`src/hdl/nhra_pkg.sv`:
```
// Shared constants, types and handshake structures of the nearest cluster head block.
package nhra_pkg;

    localparam int MAX_HEADS_DEF = 64;
    localparam int ID_W          = 10;
    localparam int COORD_W       = 16;
    localparam int RANGE_W       = 16;
    localparam int SQ_W          = 2 * COORD_W;
    localparam int DIST_W        = SQ_W + 1;
    localparam int CMD_W         = 2;

    typedef enum logic [CMD_W-1:0] {
        CMD_CLEAR = 2'd0,
        CMD_ADD   = 2'd1,
        CMD_QUERY = 2'd2
    } cmd_t;

    typedef struct packed {
        logic [ID_W-1:0]    id;
        logic [COORD_W-1:0] x;
        logic [COORD_W-1:0] y;
    } head_t;

    localparam int HEAD_W = $bits(head_t);

    // Commands from the controller to the datapath.
    typedef struct packed {
        logic accept;
        logic start_query;
        logic scan_rd;
        logic load_out;
    } ctrl_cmd_t;

    // Status from the datapath to the controller.
    typedef struct packed {
        logic is_query;
        logic empty;
        logic scan_last;
        logic pipe_idle;
        logic out_free;
    } ctrl_sts_t;

endpackage

```
`src/hdl/nhra_if.sv`:
```
// Channel interfaces for command words, result words and range configuration words.
interface nhra_item_if;
    import nhra_pkg::*;

    logic                 valid;
    logic                 ready;
    logic [CMD_W-1:0]     command;
    logic [ID_W-1:0]      node_id;
    logic [COORD_W-1:0]   pos_x;
    logic [COORD_W-1:0]   pos_y;

    modport source (output valid, output command, output node_id, output pos_x,
                    output pos_y, input ready);
    modport sink   (input valid, input command, input node_id, input pos_x,
                    input pos_y, output ready);
endinterface

interface nhra_result_if;
    import nhra_pkg::*;

    logic                 valid;
    logic                 ready;
    logic [ID_W-1:0]      head_id;
    logic [DIST_W-1:0]    best_dist_sq;
    logic                 table_full;

    modport source (output valid, output head_id, output best_dist_sq,
                    output table_full, input ready);
    modport sink   (input valid, input head_id, input best_dist_sq,
                    input table_full, output ready);
endinterface

interface nhra_cfg_if;
    import nhra_pkg::*;

    logic                 valid;
    logic                 ready;
    logic [RANGE_W-1:0]   range_limit;

    modport source (output valid, output range_limit, input ready);
    modport sink   (input valid, input range_limit, output ready);
endinterface

```
`src/hdl/nhra_ram.sv`:
```
// Generic simple dual-port RAM with one write port and one registered read port.
module nhra_ram #(
    parameter int WIDTH = 8,
    parameter int DEPTH = 16,
    localparam int AW   = (DEPTH > 1) ? $clog2(DEPTH) : 1
) (
    input  logic             clk,
    input  logic             we,
    input  logic [AW-1:0]    waddr,
    input  logic [WIDTH-1:0] wdata,
    input  logic             re,
    input  logic [AW-1:0]    raddr,
    output logic [WIDTH-1:0] rdata
);

    logic [WIDTH-1:0] mem_reg [DEPTH];
    logic [WIDTH-1:0] rdata_reg;

    always_ff @(posedge clk)
    begin
        if (we)
        begin
            mem_reg[waddr] <= wdata;
        end
        if (re)
        begin
            rdata_reg <= mem_reg[raddr];
        end
    end

    assign rdata = rdata_reg;

endmodule

```
`src/hdl/nhra_ctrl.sv`:
```
// Controller state machine sequencing command acceptance, table scan and result hand-off.
module nhra_ctrl (
    input  logic                  clk,
    input  logic                  rst_n,
    input  logic                  item_valid,
    output logic                  item_ready,
    input  nhra_pkg::ctrl_sts_t   sts,
    output nhra_pkg::ctrl_cmd_t   cmd
);
    import nhra_pkg::*;

    typedef enum logic [3:0] {
        ST_IDLE   = 4'b0001,
        ST_SCAN   = 4'b0010,
        ST_DRAIN  = 4'b0100,
        ST_RESULT = 4'b1000
    } state_t;

    state_t state_reg;
    state_t state_next;

    always_comb
    begin
        state_next      = state_reg;
        item_ready      = 1'b0;
        cmd             = '0;
        unique case (state_reg)
            ST_IDLE:
            begin
                item_ready = 1'b1;
                if (item_valid)
                begin
                    cmd.accept = 1'b1;
                    if (sts.is_query)
                    begin
                        cmd.start_query = 1'b1;
                        state_next      = sts.empty ? ST_DRAIN : ST_SCAN;
                    end
                end
            end
            ST_SCAN:
            begin
                cmd.scan_rd = 1'b1;
                if (sts.scan_last)
                begin
                    state_next = ST_DRAIN;
                end
            end
            ST_DRAIN:
            begin
                if (sts.pipe_idle)
                begin
                    state_next = ST_RESULT;
                end
            end
            ST_RESULT:
            begin
                if (sts.out_free)
                begin
                    cmd.load_out = 1'b1;
                    state_next   = ST_IDLE;
                end
            end
            default:
            begin
                state_next = ST_IDLE;
            end
        endcase
    end

    always_ff @(posedge clk or negedge rst_n)
    begin
        if (!rst_n)
        begin
            state_reg <= ST_IDLE;
        end
        else
        begin
            state_reg <= state_next;
        end
    end

endmodule

```
`src/hdl/nhra_dp.sv`:
```
// Datapath: head table, distance pipeline, best-match tracking and result register.
module nhra_dp #(
    parameter int MAX_HEADS = nhra_pkg::MAX_HEADS_DEF
) (
    input  logic                          clk,
    input  logic                          rst_n,
    input  logic [nhra_pkg::CMD_W-1:0]    item_command,
    input  logic [nhra_pkg::ID_W-1:0]     item_node_id,
    input  logic [nhra_pkg::COORD_W-1:0]  item_pos_x,
    input  logic [nhra_pkg::COORD_W-1:0]  item_pos_y,
    input  logic                          cfg_we,
    input  logic [nhra_pkg::RANGE_W-1:0]  cfg_range_limit,
    input  logic                          out_ready,
    output logic                          out_valid,
    output logic [nhra_pkg::ID_W-1:0]     out_head_id,
    output logic [nhra_pkg::DIST_W-1:0]   out_best_dist_sq,
    output logic                          out_table_full,
    input  nhra_pkg::ctrl_cmd_t           cmd,
    output nhra_pkg::ctrl_sts_t           sts
);
    import nhra_pkg::*;

    localparam int AW = (MAX_HEADS > 1) ? $clog2(MAX_HEADS) : 1;
    localparam int CW = $clog2(MAX_HEADS + 1);

    // Configuration and table bookkeeping.
    logic [RANGE_W-1:0] range_reg;
    logic [SQ_W-1:0]    range_sq_reg;
    logic [CW-1:0]      count_reg;
    logic               ovf_reg;

    // Query position and scan pointer.
    logic [COORD_W-1:0] qx_reg;
    logic [COORD_W-1:0] qy_reg;
    logic [CW-1:0]      scan_idx_reg;

    // Distance pipeline.
    logic               v1_reg;
    logic               v2_reg;
    logic               v3_reg;
    logic               v4_reg;
    head_t              rd_head;
    logic [COORD_W-1:0] dx_reg;
    logic [COORD_W-1:0] dy_reg;
    logic [ID_W-1:0]    id2_reg;
    logic [SQ_W-1:0]    sqx_reg;
    logic [SQ_W-1:0]    sqy_reg;
    logic [ID_W-1:0]    id3_reg;
    logic [DIST_W-1:0]  sum_reg;
    logic [ID_W-1:0]    id4_reg;

    // Best match so far.
    logic               found_reg;
    logic [DIST_W-1:0]  best_reg;
    logic [ID_W-1:0]    best_id_reg;

    // Result register.
    logic               out_valid_reg;
    logic [ID_W-1:0]    out_id_reg;
    logic [DIST_W-1:0]  out_dist_reg;
    logic               out_full_reg;

    logic               is_clear;
    logic               is_add;
    logic               add_ok;
    logic               add_drop;
    logic               better;
    head_t              wr_head;

    assign is_clear = cmd.accept && (item_command == CMD_CLEAR);
    assign is_add   = cmd.accept && (item_command == CMD_ADD) && (item_node_id != '0);
    assign add_ok   = is_add && (count_reg != CW'(MAX_HEADS));
    assign add_drop = is_add && (count_reg == CW'(MAX_HEADS));

    assign wr_head.id = item_node_id;
    assign wr_head.x  = item_pos_x;
    assign wr_head.y  = item_pos_y;

    nhra_ram #(
        .WIDTH (HEAD_W),
        .DEPTH (MAX_HEADS)
    ) u_store (
        .clk   (clk),
        .we    (add_ok),
        .waddr (count_reg[AW-1:0]),
        .wdata (wr_head),
        .re    (cmd.scan_rd),
        .raddr (scan_idx_reg[AW-1:0]),
        .rdata (rd_head)
    );

    assign better = v4_reg && (sum_reg <= {1'b0, range_sq_reg})
                    && (!found_reg || (sum_reg < best_reg));

    assign sts.is_query  = (item_command == CMD_QUERY);
    assign sts.empty     = (count_reg == '0);
    assign sts.scan_last = (CW'(scan_idx_reg + CW'(1)) == count_reg);
    assign sts.pipe_idle = !(v1_reg || v2_reg || v3_reg || v4_reg);
    assign sts.out_free  = !out_valid_reg || out_ready;

    // Control state.
    always_ff @(posedge clk or negedge rst_n)
    begin
        if (!rst_n)
        begin
            range_reg     <= '0;
            range_sq_reg  <= '0;
            count_reg     <= '0;
            ovf_reg       <= 1'b0;
            scan_idx_reg  <= '0;
            v1_reg        <= 1'b0;
            v2_reg        <= 1'b0;
            v3_reg        <= 1'b0;
            v4_reg        <= 1'b0;
            found_reg     <= 1'b0;
            out_valid_reg <= 1'b0;
        end
        else
        begin
            if (cfg_we)
            begin
                range_reg <= cfg_range_limit;
            end
            range_sq_reg <= SQ_W'(range_reg) * SQ_W'(range_reg);

            if (is_clear)
            begin
                count_reg <= '0;
                ovf_reg   <= 1'b0;
            end
            else if (add_ok)
            begin
                count_reg <= CW'(count_reg + CW'(1));
            end
            else if (add_drop)
            begin
                ovf_reg <= 1'b1;
            end

            if (cmd.start_query)
            begin
                scan_idx_reg <= '0;
            end
            else if (cmd.scan_rd)
            begin
                scan_idx_reg <= CW'(scan_idx_reg + CW'(1));
            end

            v1_reg <= cmd.scan_rd;
            v2_reg <= v1_reg;
            v3_reg <= v2_reg;
            v4_reg <= v3_reg;

            if (cmd.start_query)
            begin
                found_reg <= 1'b0;
            end
            else if (better)
            begin
                found_reg <= 1'b1;
            end

            if (cmd.load_out)
            begin
                out_valid_reg <= 1'b1;
            end
            else if (out_ready)
            begin
                out_valid_reg <= 1'b0;
            end
        end
    end

    // Payload registers.
    always_ff @(posedge clk)
    begin
        if (cmd.start_query)
        begin
            qx_reg <= item_pos_x;
            qy_reg <= item_pos_y;
        end

        dx_reg  <= (qx_reg >= rd_head.x) ? (qx_reg - rd_head.x) : (rd_head.x - qx_reg);
        dy_reg  <= (qy_reg >= rd_head.y) ? (qy_reg - rd_head.y) : (rd_head.y - qy_reg);
        id2_reg <= rd_head.id;

        sqx_reg <= SQ_W'(dx_reg) * SQ_W'(dx_reg);
        sqy_reg <= SQ_W'(dy_reg) * SQ_W'(dy_reg);
        id3_reg <= id2_reg;

        sum_reg <= {1'b0, sqx_reg} + {1'b0, sqy_reg};
        id4_reg <= id3_reg;

        if (cmd.start_query)
        begin
            best_reg    <= '0;
            best_id_reg <= '0;
        end
        else if (better)
        begin
            best_reg    <= sum_reg;
            best_id_reg <= id4_reg;
        end

        if (cmd.load_out)
        begin
            out_id_reg   <= best_id_reg;
            out_dist_reg <= best_reg;
            out_full_reg <= ovf_reg;
        end
    end

    assign out_valid        = out_valid_reg;
    assign out_head_id      = out_id_reg;
    assign out_best_dist_sq = out_dist_reg;
    assign out_table_full   = out_full_reg;

    // The table never holds more heads than it has room for.
    a_count_bound: assert property (@(posedge clk) disable iff (!rst_n)
        count_reg <= CW'(MAX_HEADS))
        else $error("head count beyond table depth");

    // A scan only reads entries that have been written since the last clear.
    a_scan_written: assert property (@(posedge clk) disable iff (!rst_n)
        cmd.scan_rd |-> (scan_idx_reg < count_reg))
        else $error("scan read beyond stored heads");

    // The result is taken only once every distance has left the pipeline.
    a_load_drained: assert property (@(posedge clk) disable iff (!rst_n)
        cmd.load_out |-> (sts.pipe_idle && !cmd.scan_rd))
        else $error("result loaded while distances in flight");

    // A clear empties the table and drops the overflow mark.
    a_clear_empties: assert property (@(posedge clk) disable iff (!rst_n)
        is_clear |=> (count_reg == '0) && !ovf_reg)
        else $error("clear did not empty the table");

endmodule

```
`src/hdl/nearest_head_in_range_assign.sv`:
```
// Top level of the nearest in-range cluster head lookup block.
//
// Usage: command words arrive on the item channel (valid/ready). A clear word
// empties the head table and drops the overflow mark; an add word with a
// nonzero node id appends a head, or sets the overflow mark when the table
// already holds MAX_HEADS heads; command code three and adds with id zero are
// ignored. Clear and add words are taken in the idle state and give no result.
// A query word scans the stored heads in the order they were added, one head
// per cycle from the table RAM, through a four-stage distance pipeline, and
// produces one result word: the id and squared distance of the nearest head
// within range_limit (earlier head wins ties), or zero for both when none is.
// With heads stored, the result word is loaded once the scan has ended and
// the pipeline has drained; on an empty table the scan is skipped.
// The next word can be taken as soon as the result word appears. The range
// is written on the cfg channel, which is always ready, and must only change
// while the block is idle.
// Reset empties the table, clears the overflow mark and sets the range to
// zero. The result word sits in an output register: while the receiver
// stalls, clear and add words are still taken, and a further query runs its
// scan and then waits until the held result word has been taken.
module nearest_head_in_range_assign #(
    parameter int MAX_HEADS = nhra_pkg::MAX_HEADS_DEF
) (
    input  logic           clk,
    input  logic           rst_n,
    nhra_item_if.sink      item,
    nhra_result_if.source  result,
    nhra_cfg_if.sink       cfg
);
    import nhra_pkg::*;

    ctrl_cmd_t ctrl_cmd;
    ctrl_sts_t ctrl_sts;

    // The range register is a plain write; it can always be taken.
    assign cfg.ready = 1'b1;

    // The controller decides when a command word is taken and steps the scan.
    nhra_ctrl u_ctrl (
        .clk        (clk),
        .rst_n      (rst_n),
        .item_valid (item.valid),
        .item_ready (item.ready),
        .sts        (ctrl_sts),
        .cmd        (ctrl_cmd)
    );

    // The datapath owns the head table, the distance pipeline and the result
    // register, and reports back what the controller needs to sequence.
    nhra_dp #(
        .MAX_HEADS (MAX_HEADS)
    ) u_dp (
        .clk              (clk),
        .rst_n            (rst_n),
        .item_command     (item.command),
        .item_node_id     (item.node_id),
        .item_pos_x       (item.pos_x),
        .item_pos_y       (item.pos_y),
        .cfg_we           (cfg.valid && cfg.ready),
        .cfg_range_limit  (cfg.range_limit),
        .out_ready        (result.ready),
        .out_valid        (result.valid),
        .out_head_id      (result.head_id),
        .out_best_dist_sq (result.best_dist_sq),
        .out_table_full   (result.table_full),
        .cmd              (ctrl_cmd),
        .sts              (ctrl_sts)
    );

endmodule

```
`src/flat_wrapper.sv`:
```
// flat-port wrapper written by rule: the top's interface ports become plain ports
module nearest_head_in_range_assign_flat import nhra_pkg::*;
#(
    parameter int MAX_HEADS = nhra_pkg::MAX_HEADS_DEF
)
  (clk, rst_n, item_valid, item_command, item_node_id, item_pos_x, item_pos_y, item_ready, result_valid, result_head_id, result_best_dist_sq, result_table_full, result_ready, cfg_valid, cfg_range_limit, cfg_ready);
  nhra_item_if item_i ();
  nhra_result_if result_i ();
  nhra_cfg_if cfg_i ();
  input  logic clk;
  input  logic rst_n;
  input wire logic [$bits(item_i.valid)-1:0] item_valid;
  input wire logic [$bits(item_i.command)-1:0] item_command;
  input wire logic [$bits(item_i.node_id)-1:0] item_node_id;
  input wire logic [$bits(item_i.pos_x)-1:0] item_pos_x;
  input wire logic [$bits(item_i.pos_y)-1:0] item_pos_y;
  output wire logic [$bits(item_i.ready)-1:0] item_ready;
  output wire logic [$bits(result_i.valid)-1:0] result_valid;
  output wire logic [$bits(result_i.head_id)-1:0] result_head_id;
  output wire logic [$bits(result_i.best_dist_sq)-1:0] result_best_dist_sq;
  output wire logic [$bits(result_i.table_full)-1:0] result_table_full;
  input wire logic [$bits(result_i.ready)-1:0] result_ready;
  input wire logic [$bits(cfg_i.valid)-1:0] cfg_valid;
  input wire logic [$bits(cfg_i.range_limit)-1:0] cfg_range_limit;
  output wire logic [$bits(cfg_i.ready)-1:0] cfg_ready;
  assign item_i.valid = item_valid;
  assign item_i.command = item_command;
  assign item_i.node_id = item_node_id;
  assign item_i.pos_x = item_pos_x;
  assign item_i.pos_y = item_pos_y;
  assign item_ready = item_i.ready;
  assign result_valid = result_i.valid;
  assign result_head_id = result_i.head_id;
  assign result_best_dist_sq = result_i.best_dist_sq;
  assign result_table_full = result_i.table_full;
  assign result_i.ready = result_ready;
  assign cfg_i.valid = cfg_valid;
  assign cfg_i.range_limit = cfg_range_limit;
  assign cfg_ready = cfg_i.ready;
  nearest_head_in_range_assign #(.MAX_HEADS(MAX_HEADS)) u_core (.clk(clk), .rst_n(rst_n), .item(item_i), .result(result_i), .cfg(cfg_i));
endmodule
```
`config.mk`:
```
export PLATFORM = sky130hd
export DESIGN_NAME = nearest_head_in_range_assign_flat
export DESIGN_NICKNAME = d
export VERILOG_FILES = /design/src/hdl/nhra_pkg.sv /design/src/hdl/nhra_if.sv /design/src/hdl/nhra_ram.sv /design/src/hdl/nhra_ctrl.sv /design/src/hdl/nhra_dp.sv /design/src/hdl/nearest_head_in_range_assign.sv /design/src/flat_wrapper.sv
export SDC_FILE = /design/constraint.sdc
export NUM_CORES = 2
export LEC_CHECK = 0
export BUFFER_PORTS_ARGS = -buffer_cell sky130_fd_sc_hd__clkbuf_2
export CAP_MARGIN = 20
export CORE_ASPECT_RATIO = 1.25
export CORE_MARGIN = 3
export CORE_UTILIZATION = 30
export CTS_CLUSTER_SIZE = 8
export DETAILED_ROUTE_END_ITERATION = 8
export PLACE_DENSITY = 0.52
export SYNTH_ARGS = -nofsm -noshare
export SYNTH_HDL_FRONTEND = slang
export SYNTH_SLANG_ARGS = --single-unit
```
`constraint.sdc`:
```
create_clock -name clk -period 5.6 [get_ports clk]
set_clock_uncertainty 0.05 [all_clocks]
set_input_delay 0.84 -clock clk [delete_from_list [all_inputs] [get_ports clk]]
set_output_delay 0.84 -clock clk [all_outputs]
set_load 0.05 [all_outputs]
```
==> flow_metrics.py <==
metrics = {
    "cts": {
        "insertion_delay_ns": 0.98,
        "cts-root-buf": "clkbuf_16",
        "clkTransAtPathRegs_ns": 0.06,
        "htreeDepth": 5,
        "cts_tree": "built",
        "clockBufferDepth": 4,
        "clock_sink_count": 3078,
        "cts_made_buffers": 427,
    },
    "sta": {
        "tightest_slew_ns": 1.12,
        "fin_setup_tns_ns": -5.41,
        "hold_viol_final": 0,
        "rsz0062_at_grt": "yes",
        "fmax_mhz": 168,
        "finalWorstSetupSlack_ns": -0.344,
        "relSlewSlack_pct": 25.1,
        "slew_violations": 0,
        "fin_crit_sh_pct": 106,
        "final.min_clock_period_ns": 5.94,
        "holdWs_ns": 0.133,
        "setup_viol": 31,
    },
    "floorplan": {
        "core_mm2": 0.465,
        "initial_core_util_pct": 30.1,
        "design.die.area_mm2": 0.476,
        "dieHeight_um": 770,
        "pin_count": 112,
        "fp-row-count": 280,
        "die_w_um": 617,
    },
    "detailed_routing": {
        "vias": 73508,
        "drc_errors": 0,
        "wirelength_um": 391000,
        "detail_route.iter0.violations": 5976,
        "postRouteAntennaNets": 0,
        "dr.pass1.iters": 6,
        "routedWlPerCell_um": 25.9,
        "routed_via_density": 4.88,
    },
    "setup_path": {
        "worst-path-stages": 25,
        "max_stage_delay_ns": 0.55,
        "start_kind": "flip-flop",
        "cpMostUsedCell": "fa_1",
        "required_ns": 6.37,
        "cp-end-kind": "flip-flop",
        "crit_buf_inv": 8,
        "reg2reg_depth": 25,
        "crit_family": "adder cells",
        "worstPathArrival_ns": 6.72,
        "cpMaxStageDelayCell": "fa_1",
        "crit_type": "flip-flop to flip-flop",
        "worstPathMaxFanout": 5,
    },
    "worst_hold_path": {
        "hold_path_depth": 2,
        "hold_path_class": "input pin to flip-flop",
    },
    "global_route": {
        "grt_pass1_wl_um": 567000,
        "grt_usage_pct": 16.3,
        "grt_pass1_vias": 79119,
        "grt.overflow.total": 0,
        "grt_antenna_before_repair": 22,
        "grt_start_max_net_pins": 85,
    },
    "yosys": {
        "syn_inst": 7819,
        "async_reset_ff_share_pct": 2.34,
        "yosys.area.top_type": "edfxtp_1",
        "synth_top_area_share_pct": 60.1,
        "yosysWarnings": 0,
        "synth_cell_types": 90,
        "synth_common_cells": "edfxtp_1, inv_1, mux4_2",
        "synth_area_mm2": 0.140,
        "synthTopCellsByArea": "edfxtp_1, mux4_2, fa_1",
        "synth_seq_area_share_pct": 64.2,
        "synth_edf_count": 2806,
        "avgSynthCellArea_um2": 17.9,
        "synth_ff_type": "edfxtp_1",
        "synth.most_common_cell": "edfxtp_1",
        "synth.net_count": 8832,
        "ys_ff_latch": 3078,
    },
    "place": {
        "dp_hpwl_um": 246000,
        "gp_congestion": 0.811,
        "portBuffers": 110,
        "place_inst": 14428,
    },
    "layout": {
        "synthToLayoutAreaGrowth_pct": 19.3,
        "fillerInstances": 43567,
        "largest_reg_flops": 2688,
        "num-nets-final": 9730,
        "fin_cells": 15067,
        "drive_gt1_share_pct": 28.2,
    },
    "run_status": {
        "status": "finished, violations left",
        "violations": "negative setup slack",
    },
    "run": {
        "drv_cap": 0,
    },
}
[per-layer routing]
layer,vias to the layer above,track usage (%),share of wire (%)
li1,31246,-,-
met1,39759,20.8,41
met2,1991,29.3,53
met3,510,1.92,4.7
met4,2,3.88,2.2
met5,-,0,0.0033
[timing repair]
action,4_1_cts,5_1_grt
resized for setup,173,142
endpoints found under the setup margin,40,49
hold buffers,3,0
buffers inserted,36,15
hold endpoints to repair,40,0
cloned,0,0
pin swaps,94,74
[path summary, 6_finish.rpt]
kind	from	end	slack, ns
min	cfg_range_limit[9]	u_core.u_dp.range_reg[9]$_DFFE_PN0P_	0.13
max in group asynchronous	rst_n	u_core.u_dp.scan_idx_reg[3]$_DFFE_PN0P_	3.99
max reg2reg	u_core.u_dp.dx_reg[3]$_DFF_P_	u_core.u_dp.sqx_reg[28]$_DFF_P_	-0.34
max	u_core.u_dp.dx_reg[3]$_DFF_P_	u_core.u_dp.sqx_reg[28]$_DFF_P_	-0.34
min reg2reg	u_core.u_dp.id3_reg[6]$_DFF_P_	u_core.u_dp.id4_reg[6]$_DFF_P_	0.28
min in group asynchronous	rst_n	u_core.u_dp.range_sq_reg[10]$_DFF_PN0_	0.41
[cells in the final DEF (no fill, tap or decap), types with 24 or more instances in the layout]
| cell type | netlist | final |
|---|---|---|
| nor2_4 | 0 | 66 |
| dfxtp_1 | 200 | 175 |
| edfxtp_1 | 2806 | 2806 |
| inv_1 | 893 | 843 |
| nor2_1 | 209 | 132 |
| o21ai_0 | 77 | 65 |
| buf_4 | 22 | 506 |
| a21oi_1 | 137 | 116 |
| ha_1 | 458 | 433 |
| xnor2_1 | 103 | 95 |
| nor2b_1 | 42 | 39 |
| xor2_1 | 60 | 60 |
| nand2b_1 | 28 | 27 |
| inv_2 | 0 | 49 |
| buf_6 | 8 | 37 |
| a21o_1 | 75 | 75 |
| dfrtp_1 | 71 | 62 |
| mux4_2 | 882 | 882 |
| and2_1 | 121 | 106 |
| clkbuf_1 | 196 | 110 |
| clkbuf_2 | 0 | 109 |
| mux2i_1 | 54 | 54 |
| nor3_1 | 31 | 26 |
| nand3_1 | 53 | 50 |
| buf_12 | 0 | 117 |
| o21a_1 | 33 | 33 |
| ha_4 | 0 | 24 |
| nand2_1 | 403 | 374 |
| clkbuf_16 | 0 | 430 |
| fa_1 | 490 | 477 |
| o21ai_1 | 32 | 31 |
[through the flow]
step           cell area (um^2)  utilization (%)  worst slack (ns)
6_report                 167000             36.0            -0.344
5_1_grt                  167000             36.0            -0.632
4_1_cts                  166000             35.8            -0.347
3_5_place_dp             154000             33.0            -0.712
3_3_place_gp             154000             33.0            -0.772
2_1_floorplan            141000                -            -0.241
[final cells by class]
cell class | count | area (um^2) | share of cell area [%]
clock inverter | 31 | 578 | 0.346
clock buffer | 540 | 11200 | 6.68
sequential | 3078 | 90200 | 53.9
multi-input combinational | 3540 | 47000 | 28.1
antenna | 4 | 10.0 | 0.00598
timing repair buffer | 777 | 7210 | 4.31
tap | 6204 | 7760 | 4.64
inverter | 893 | 3350 | 2.01
[logic make-up (layout without fill, tap and decap cells)]
group / count (synthesis) / count (layout) / synth area share, %
compound gates: 491 / 491 / 2.32
xor+xnor: 163 / 163 / 1.02
fa+ha+maj: 948 / 948 / 11.1
buf+inv: 1201 / 2241 / 3.36
flops: 3078 / 3078 / 64.2
mux: 948 / 948 / 14.7
other cells: 1 / 5 / 0.00268
simple gates: 989 / 989 / 3.31
Power is left out: the tool's default activity adds up to more than one toggle a clock period on the data nets, which glitch-free logic cannot reach.
